## config.mk

```make
export PLATFORM = sky130hd
export DESIGN_NAME = brm_cell
export DESIGN_NICKNAME = d
export VERILOG_FILES = /design/src/rtl/core/brm_pkg.sv /design/src/rtl/core/brm_cell.sv
export VERILOG_INCLUDE_DIRS = /design/src /design/src/rtl/core
export SDC_FILE = /design/constraint.sdc
export NUM_CORES = 1
export LEC_CHECK = 0
export BUFFER_PORTS_ARGS = -buffer_cell sky130_fd_sc_hd__buf_2
export CORE_MARGIN = 2
export CORE_UTILIZATION = 36
export DETAILED_ROUTE_END_ITERATION = 6
export SETUP_SLACK_MARGIN = 0.4
export SKIP_CTS_REPAIR_TIMING = 1
export SYNTH_ARGS = -nofsm -noshare
export SYNTH_HDL_FRONTEND = slang
export SYNTH_SLANG_ARGS = --single-unit
```

## constraint.sdc

```tcl
create_clock -name clk -period 6.1 [get_ports clk]
set_clock_uncertainty 0.15 [all_clocks]
set_input_delay 0.915 -clock clk [delete_from_list [all_inputs] [get_ports clk]]
set_output_delay 0.915 -clock clk [all_outputs]
set_load 0.01 [all_outputs]
```

## src/rtl/core/booth_radix2_signed_multiplier_macros.svh

```systemverilog
// ----------------------------------------------------------------------------
// Booth multiplier assertion macros
// Shared concurrent assertion forms for the multiplier modules.
// ----------------------------------------------------------------------------
`ifndef BOOTH_RADIX2_SIGNED_MULTIPLIER_MACROS_SVH
`define BOOTH_RADIX2_SIGNED_MULTIPLIER_MACROS_SVH

// The consequent must hold in the same cycle as the antecedent.
`define BRM_ASSERT_SAME(lbl, clk_s, rstn_s, ante, cons) \
    lbl: assert property (@(posedge clk_s) disable iff (!rstn_s) (ante) |-> (cons)) \
        else $error("BRM assertion failed");

// The consequent must hold in the cycle after the antecedent.
`define BRM_ASSERT_NEXT(lbl, clk_s, rstn_s, ante, cons) \
    lbl: assert property (@(posedge clk_s) disable iff (!rstn_s) (ante) |=> (cons)) \
        else $error("BRM assertion failed");

`endif

```

## src/rtl/core/brm_pkg.sv

```systemverilog
// ----------------------------------------------------------------------------
// Booth multiplier package
// Fixed field widths, defaults and the radix-2 Booth recoding.
// ----------------------------------------------------------------------------
package brm_pkg;

    localparam int CFG_W       = 6;
    localparam int OPERAND_W   = 32;
    localparam int IN_DATA_W   = 2 * OPERAND_W;
    localparam int OUT_DATA_W  = 64;
    localparam logic [CFG_W-1:0] WIDTH_RESET = 6'd8;

    typedef enum logic [1:0]
    {
        BOOTH_NOP,
        BOOTH_ADD,
        BOOTH_SUB
    } booth_op_t;

    // The pair (Q0, Q-1) picks the accumulator operation.
    function automatic booth_op_t booth_decode(input logic q0, input logic qm1);
        booth_op_t op;
        case ({q0, qm1})
            2'b01:   op = BOOTH_ADD;
            2'b10:   op = BOOTH_SUB;
            default: op = BOOTH_NOP;
        endcase
        return op;
    endfunction

endpackage

```

## src/rtl/core/brm_cell.sv

```systemverilog
// ----------------------------------------------------------------------------
// Booth step cell
// One radix-2 Booth step followed by a register stage with valid/ready.
// ----------------------------------------------------------------------------
`include "booth_radix2_signed_multiplier_macros.svh"

module brm_cell #(
    parameter int W = 32
) (
    input  logic         clk,
    input  logic         rst_n,
    input  logic         in_valid,
    output logic         in_ready,
    input  logic [W:0]   in_acc,
    input  logic [W-1:0] in_q,
    input  logic         in_qm1,
    input  logic [W-1:0] in_m,
    output logic         out_valid,
    input  logic         out_ready,
    output logic [W:0]   out_acc,
    output logic [W-1:0] out_q,
    output logic         out_qm1,
    output logic [W-1:0] out_m
);
    import brm_pkg::*;

    logic         valid_reg;
    logic [W:0]   acc_reg;
    logic [W-1:0] q_reg;
    logic         qm1_reg;
    logic [W-1:0] m_reg;

    logic [W:0]   acc_next;
    logic [W-1:0] q_next;
    logic         qm1_next;
    logic [W:0]   sum;
    logic [W:0]   m_ext;
    booth_op_t    op;
    logic         load;

    assign in_ready = !valid_reg || out_ready;
    assign load     = in_valid && in_ready;
    assign m_ext    = {in_m[W-1], in_m};
    assign op       = booth_decode(in_q[0], in_qm1);

    always_comb
    begin
        case (op)
            BOOTH_ADD: sum = in_acc + m_ext;
            BOOTH_SUB: sum = in_acc - m_ext;
            default:   sum = in_acc;
        endcase
        // Arithmetic right shift of A:Q:Q-1 by one place.
        acc_next = {sum[W], sum[W:1]};
        q_next   = {sum[0], in_q[W-1:1]};
        qm1_next = in_q[0];
    end

    always_ff @(posedge clk or negedge rst_n)
    begin
        if (!rst_n)
        begin
            valid_reg <= 1'b0;
        end
        else if (in_ready)
        begin
            valid_reg <= in_valid;
        end
    end

    always_ff @(posedge clk)
    begin
        if (load)
        begin
            acc_reg <= acc_next;
            q_reg   <= q_next;
            qm1_reg <= qm1_next;
            m_reg   <= in_m;
        end
    end

    assign out_valid = valid_reg;
    assign out_acc   = acc_reg;
    assign out_q     = q_reg;
    assign out_qm1   = qm1_reg;
    assign out_m     = m_reg;

    // After the shift the guard bit always repeats the sign of A.
    `BRM_ASSERT_SAME(a_guard_sign, clk, rst_n, valid_reg, acc_reg[W] == acc_reg[W-1])
    `BRM_ASSERT_NEXT(a_m_carried, clk, rst_n, load, m_reg == $past(in_m))
    `BRM_ASSERT_NEXT(a_hold_on_stall, clk, rst_n, valid_reg && !out_ready,
        valid_reg && $stable(acc_reg) && $stable(q_reg))

endmodule

```

======== Word level (Yosys, flattened, before mapping) ========
Index checks and enable logic that the tools add are counted.
word-level totals
  register bits after elaboration ......... 98
  bits of input ports ..................... 102
  output and inout bits ................... 100
  word-level logic and storage cells ...... 16
operators by class
  add/subtract/negate cells ............... 2
  equality and inequality tests ........... 4
  multiplexer cells ....................... 2
  reduce and logical (&&, ||, !) cells .... 3
operators by type and width
  kind                                                                   count
  33-bit case mux with 2 select lines                                    1
  33-bit adder                                                           1
  33-bit subtractor                                                      1
  2-bit by 1-bit equality test with 1-bit output, second input constant  2
  2-bit equality test, second input constant                             2
  2-bit case mux with 2 select lines                                     1
  1-bit logical AND                                                      1
  1-bit zero test                                                        1
  1-bit logical OR                                                       1

======== Longest topological paths before layout ========
Gate-level depths: netlist of run 1.
  depth in word-level cells ............... 4
  gate-level depth with buffers ........... 16
  gate-level depth less buffers ........... 15

======== Worst setup path before layout of run 1 ========
Ideal clock, no wire load.
  kind .................................... input to register
  start ................................... input in_m[5]
  end ..................................... register out_acc[31] (netlist name)
  library setup time ...................... 258 ps
  arrival time ............................ 4075 ps
  required time ........................... 5692 ps
  slack ................................... 1617 ps
  cell stages on the path ................. 15
  path buffers ............................ 0
  path through ............................ nor4_1 and3_1 and2_1 and2b_2 nor3b_2 a21oi_1 xnor2_1 ha_1 a21o_1 nand4bb_1 a2111oi_0 nor3_1 a41oi_1 mux2i_1 xnor2_1
between the ends
  word-level cells in the longest chain between the ends .. 2
  elaborated cells on any way between the ends .. 3
  those cells by class .................... 2 x add/sub; 1 x mux
RTL lines
  element                                                   RTL line                        RTL
  start: declaration                                        brm_cell.sv:17                  input logic [W-1:0] in_m,
  33-bit subtractor / 33-bit adder (equally long branches)  brm_cell.sv:50, brm_cell.sv:49
  33-bit case mux with 2 select lines *                     brm_cell.sv:48                  case (op)
  named net sum[32]                                         brm_cell.sv:36                  logic [W:0] sum;
Mark *: on every way through the listed nets, which the timed path passes. The rest lies on a longest branch.
A chain may end at the register's enable or synchronous reset.

======== Worst setup path in the final report of run 1 ========
  start ................................... input in_m[3]
  end ..................................... register out_acc[31] (netlist name)
between the ends
  word-level cells in the longest chain between the ends .. 2
  elaborated cells on any way between the ends .. 3
  those cells by class .................... 2 x add/sub; 1 x mux
RTL lines
  element                                                   RTL line
  33-bit subtractor / 33-bit adder (equally long branches)  brm_cell.sv:50, brm_cell.sv:49
  33-bit case mux with 2 select lines *                     brm_cell.sv:48
  named net sum[32]                                         brm_cell.sv:36
Marks and branches as above.

==> impl_metrics.tcl, run 1 <==
set metrics [dict create \
    status "finished, final reports clean" \
    cts_root_buf "clkbuf_16" \
    place_congestion 0.880 \
    die_h_um 132 \
    clk_latency_ns 0.35 \
    power_density_mw_per_mm2 268 \
    cts_max_level 3 \
    yosysUniqueCellTypes 55 \
    grt_pass1_vias 4841 \
    grt_pass1_wl_um 26100 \
    worstSetupPathType "input port to flop" \
    synth_top_area_cell "edfxtp_1" \
    cts_buffers 9 \
    reg2reg_from "out_valid" \
    cp-start-kind "input port" \
    rows 46 \
    grt-ovfl-total 0 \
    drive_gt1_share_pct 30.8 \
    num_vias 4993 \
    syn-cell-area_mm2 0.00589 \
    crit_path_max_fanout 5 \
    finalCritPeriodShare_pct 84.0 \
    irDropWorstVdd_uv 134 \
    setup_viol 0 \
    ys_seq_area_share_pct 49.8 \
    ant_nets 0 \
    drt_iter0_drc 289 \
    critPathCapture "out_acc[31]" \
    p_clk_share_pct 31.1 \
    yosys_warnings 0 \
    holdCritPathClass "input port to async pin" \
    portBuffers 201 \
    dr.pass1.iters 5 \
    via_per_inst 5.12 \
    grt_max_degree 63 \
    synth_area_leaders "edfxtp_1, ha_1, xnor2_1" \
    gr-usage-all-layers_pct 18.9 \
    wl_per_cell_um 17.0 \
    syn_nets 702 \
    p_int_mw 1.38 \
    endpoint_kind "flop" \
    maxCapViolCount 0 \
    fmax_ghz 0.195 \
    min_period_ns 5.12 \
    p_comb_share_pct 27.5 \
    startpoint "in_m[3]" \
    antenna_found_initial 0 \
    routed.top_layer "met4" \
    synth-edff-count 97 \
    cts_num_sinks 98 \
    die_w_um 132 \
    place_area_mm2 0.00708 \
    design_area_mm2 0.00740 \
    m1WireLength_um 7560 \
    async_reset_ff_share_pct 1.02 \
    synthMostInstantiatedCell "edfxtp_1" \
    synth_ff_type "edfxtp_1" \
    core-area_mm2 0.0159 \
    ios 202 \
    route.detailed.drc 0 \
    rr_endpoint "out_q[23]" \
    num_antenna_cells 0 \
    cp.arrival_ns 5.09 \
    setup_tns_ns 0 \
    met2_length_um 7710 \
    synthTopCellsByCount "edfxtp_1, a21oi_1, nand2_1" \
    slew_violations 0 \
    r2r_slack_ns 3.85 \
    synthCells 565 \
    synth_top_area_share_pct 49.4 \
    clockBufferDepth 2 \
    dr_wl_met3_um 998 \
    power.net_switching_mw 0.598 \
    dieArea_mm2 0.0174 \
    slew_headroom_pct 43.4 \
    final_nets 891 \
    cts_tree "yes" \
    rsz0062_at_grt "no" \
    dpl.hpwl_um 12800 \
    finalPower_mw 1.98 \
    hold_viol 0 \
    finalWirelength_um 16500 \
    switching_share_pct 30.2 \
    tightest_slew_ns 0.845 \
    start_util_pct 37.0 \
    ys_ff_latch 98 \
    rr_worst_depth 3 \
    crit_required_ns 6.06 \
    seqPwrFrac_pct 41.4 \
    syn_avg_cell_area_um2 10.4 \
    power.leakage_nw 3.05 \
    layout-area-overhead-vs-synth_pct 25.6 \
    clk_pin_slew_ns 0.08 \
]
## worst max-delay path, stage by stage
cell and delay (ns):
buf_2 0.13, nor4_1 0.62, and3_1 0.35, and2_1 0.21, and2b_2 0.22, nor3b_2 0.38
a21oi_1 0.14, xnor2_1 0.16, ha_1 0.33, a21o_1 0.21, nand4bb_1 0.22, a2111oi_0 0.51
nor3_1 0.13, a41oi_1 0.24, mux2i_1 0.25, xnor2_1 0.08
## per-stage QoR
step	worst slack, ns	util, %	hold WS [ns]	std cells
5_1_grt	0.596	46.4	0.153	975
6_report	0.978	46.4	0.173	975
2_1_floorplan	1.62	-	0.469	565
3_5_place_dp	0.674	44.4	0.376	959
4_1_cts	1.06	46.4	0.167	975
3_3_place_gp	0.893	44.4	0.373	959
## cell usage in the layout, fill, tap and decap left out, drive strengths merged, types with 8 or more instances in the layout
| cell | synthesis | final |
|---|---|---|
| clkbuf | 23 | 10 |
| nand3 | 8 | 8 |
| xor2 | 11 | 11 |
| nand4 | 10 | 10 |
| nor3 | 19 | 19 |
| o21ai | 46 | 46 |
| ha | 34 | 34 |
| a211oi | 8 | 8 |
| buf | 3 | 204 |
| edfxtp | 97 | 97 |
| nor4 | 8 | 8 |
| nand2b | 9 | 9 |
| nor2 | 39 | 39 |
| nand2 | 59 | 59 |
| inv | 15 | 17 |
| a21oi | 59 | 59 |
| xnor2 | 43 | 43 |
| a21o | 10 | 10 |
## area by class of cell
| type | count | area (um2) |
|---|---|---|
| fill | 1530 | 8540 |
| sequential | 98 | 2940 |
| multi-input combinational | 426 | 2790 |
| timing repair buffer | 204 | 1030 |
| tap | 216 | 270 |
| clock buffer | 10 | 229 |
| clock inverter | 6 | 88.8 |
| inverter | 15 | 56.3 |
## how the worst min path moves through the flow
stage	startpoint	endpoint	slack [ns]	depth (start not counted)
6_report	rst_n	out_valid	0.17	1
3_5_place_dp	out_valid	out_valid	0.38	2
4_1_cts	rst_n	out_valid	0.17	1
3_3_place_gp	out_valid	out_valid	0.37	2
2_1_floorplan	rst_n	out_valid	0.47	0
5_1_grt	rst_n	out_valid	0.15	1
## logic make-up after synthesis
| logic type | after synthesis | share of synthesized area (%) |
|---|---|---|
| multiplexers | 6 | 1.06 |
| adder cells (fa/ha/maj) | 35 | 7.56 |
| XOR/XNOR | 54 | 8.02 |
| AO/OA/AOI/OAI | 156 | 15.9 |
| AND/OR/NAND/NOR | 175 | 14.8 |
| buffers and inverters | 41 | 2.87 |
| flip-flops | 98 | 49.8 |
## metal layers
metal / vias to the layer above / track usage (%)
li1: 2478 / -
met1: 2321 / 24.9
met2: 180 / 31.4
met3: 14 / 3.84
met4: 0 / 6.10
met5: - / 0
## state kept, by name (all words and copies together) (netlist names)
name / flops
out_m: 32
out_qm1: 1
out_q: 32
out_acc: 32
out_valid: 1
## power by group through the flow
stage                     Combinational [mW]  Sequential [mW]  Clock [mW]
after floorplan                        0.328            0.868           0
after global placement                 0.541            0.835           0
after detailed placement               0.543            0.837           0
after CTS                              0.546            0.823       0.628
after global routing                   0.604            0.827       0.661
final                                  0.545            0.822       0.616
(Power assumes the default switching activity.)
==> run 2: changes to the inputs <==
ABC_AREA = 1   (was default)
clock period = 5 ns   (was 6.1 ns; I/O delays follow)
==> run 2 against run 1 <==
Total power is 20% higher. Via count grew 20%. Utilization shrank 1.0 points. Register-to-register slack lost 0.57 ns. Critical endpoint is now out_acc[25].
==> impl_metrics.tcl, run 2 <==
set metrics [dict create \
    finalCritPeriodShare_pct 73.1 \
    fmax_ghz 0.274 \
    tightest_slew_ns 0.972 \
    synth-edff-count 97 \
    yosys_warnings 0 \
    cp.arrival_ns 3.60 \
    drive_gt1_share_pct 23.3 \
    portBuffers 201 \
    cts_tree "yes" \
    worstSetupPathType "input port to flop" \
    rows 49 \
    via_per_inst 4.73 \
    async_reset_ff_share_pct 1.02 \
    maxCapViolCount 0 \
    power.leakage_nw 3.93 \
    rsz0062_at_grt "no" \
    final_nets 1166 \
    mostFrequentLayoutCell "nand2_1" \
    die_w_um 139 \
    clk_latency_ns 0.34 \
    final_cell_mix "nand2_1, buf_2, inv_1" \
    status "finished, final reports clean" \
    die_h_um 139 \
    ys_ff_latch 98 \
    utilization_pct 45.4 \
    power_density_mw_per_mm2 293 \
    grt_max_degree 55 \
    ant_nets 0 \
    cts_root_buf "clkbuf_16" \
    synth_area_leaders "edfxtp_1, nand2_1, ha_1" \
    cts_num_sinks 98 \
    route.detailed.drc 0 \
    r2r_slack_ns 3.28 \
    syn-cell-area_mm2 0.00651 \
    hold_viol 0 \
    fin_ws_ns 1.35 \
    place_congestion 0.909 \
    crit_required_ns 4.95 \
    clockBufferDepth 2 \
    syn_nets 960 \
    grt_pass1_wl_um 29500 \
    setup_viol 0 \
    dpl.hpwl_um 15200 \
    core-area_mm2 0.0178 \
    grt-ovfl-total 0 \
    dieArea_mm2 0.0192 \
    layout-area-overhead-vs-synth_pct 24.3 \
    reg2reg_from "out_valid" \
    slew_headroom_pct 34.8 \
    start_util_pct 36.5 \
    ys_seq_area_share_pct 45.1 \
    setup_tns_ns 0 \
    endpoint_kind "flop" \
    drt_iter0_drc 349 \
    finalWirelength_um 18800 \
    crit_path_max_fanout 16 \
    cts_max_level 3 \
    cts_buffers 9 \
    synth_top_area_share_pct 44.7 \
    num_antenna_cells 0 \
    synthCells 823 \
    num_vias 5969 \
    syn_avg_cell_area_um2 7.92 \
    pre_cts_ws_ns 0.990 \
    holdCritPathClass "input port to async pin" \
    cp-start-kind "input port" \
    slew_violations 0 \
    dr.pass1.iters 4 \
    startpoint "in_qm1" \
    rr_endpoint "out_m[0]" \
    grt_pass1_vias 5727 \
    irDropWorstVdd_uv 157 \
    synthTopCellsByCount "nand2_1, inv_1, edfxtp_1" \
    synth_top_area_cell "edfxtp_1" \
    rr_worst_depth 2 \
    synth_ff_type "edfxtp_1" \
    min_period_ns 3.65 \
    wl_per_cell_um 14.9 \
    ios 202 \
    synthMostInstantiatedCell "nand2_1" \
    clk_pin_slew_ns 0.07 \
    yosysUniqueCellTypes 36 \
    antenna_found_initial 0 \
    gr-usage-all-layers_pct 19.4 \
]
-- run 2: cell type report --
| type | count | area [um2] |
|---|---|---|
| multi-input combinational | 602 | 3120 |
| fill | 1859 | 9740 |
| clock inverter | 5 | 62.6 |
| tap | 229 | 287 |
| timing repair buffer | 205 | 1040 |
| clock buffer | 11 | 233 |
| inverter | 113 | 424 |
| sequential | 98 | 2940 |
-- run 2: metrics by stage --
stage                     cells  hold WS, ns  power, mW  cell area (um2)
after CTS                  1263     -0.00167       2.40             8100
final                      1263       0.0159       2.37             8100
after floorplan             823        0.304       1.46             6520
after global placement     1247        0.376       1.68             7800
after detailed placement   1247        0.379       1.69             7800
after global routing       1263     0.000299       2.52             8100
-- run 2: metal layers --
metal | vias to the layer above | part of all wire (%) | global-route usage, %
li1 | 3105 | - | -
met1 | 2679 | 46 | 25.9
met2 | 164 | 47 | 32.6
met3 | 21 | 5.3 | 3.33
met4 | 0 | 1.8 | 5.75
met5 | - | 0 | 0
-- run 2: critical path, cell delays in order --
cell and delay (ns):
buf_2 0.10, inv_1 0.04, ha_1 0.15, inv_1 0.25, nand2_2 0.18, nand2_1 0.11, a21oi_2 0.19, o21ai_1 0.11
xnor2_1 0.33, ha_1 0.37, nand2_1 0.11, inv_1 0.06, a21oi_1 0.23, nand2_1 0.09, a21oi_1 0.22, nand3_1 0.11
nand3_1 0.11, nand2_1 0.07
-- run 2: how the worst max path moves through the flow --
stage	end	slack (ns)	cells past startpoint
after CTS	out_acc[25]	1.35	18
final	out_acc[25]	1.35	18
after detailed placement	out_acc[25]	0.99	18
after global routing	out_acc[28]	1.08	16
after global placement	out_acc[25]	0.96	18
after floorplan	out_acc[0]	0.78	2
-- run 2: where the power goes --
part / internal, mW / total [mW] / leakage (nW) / switching [mW]
Clock: 0.391 / 0.703 / 0.136 / 0.311
Combinational: 0.240 / 0.673 / 2.86 / 0.433
Sequential: 0.983 / 0.995 / 0.937 / 0.0128
Total: 1.61 / 2.37 / 3.93 / 0.757
-- run 2: cell families (layout without fill, tap and decap cells) --
logic type / Yosys count / after routing / synth area share, %
xor+xnor: 34 / 34 / 4.57
simple gates: 445 / 445 / 29.0
flops: 98 / 98 / 45.1
compound gates: 88 / 88 / 7.36
fa+ha+maj: 35 / 35 / 6.84
buf+inv: 123 / 334 / 7.18
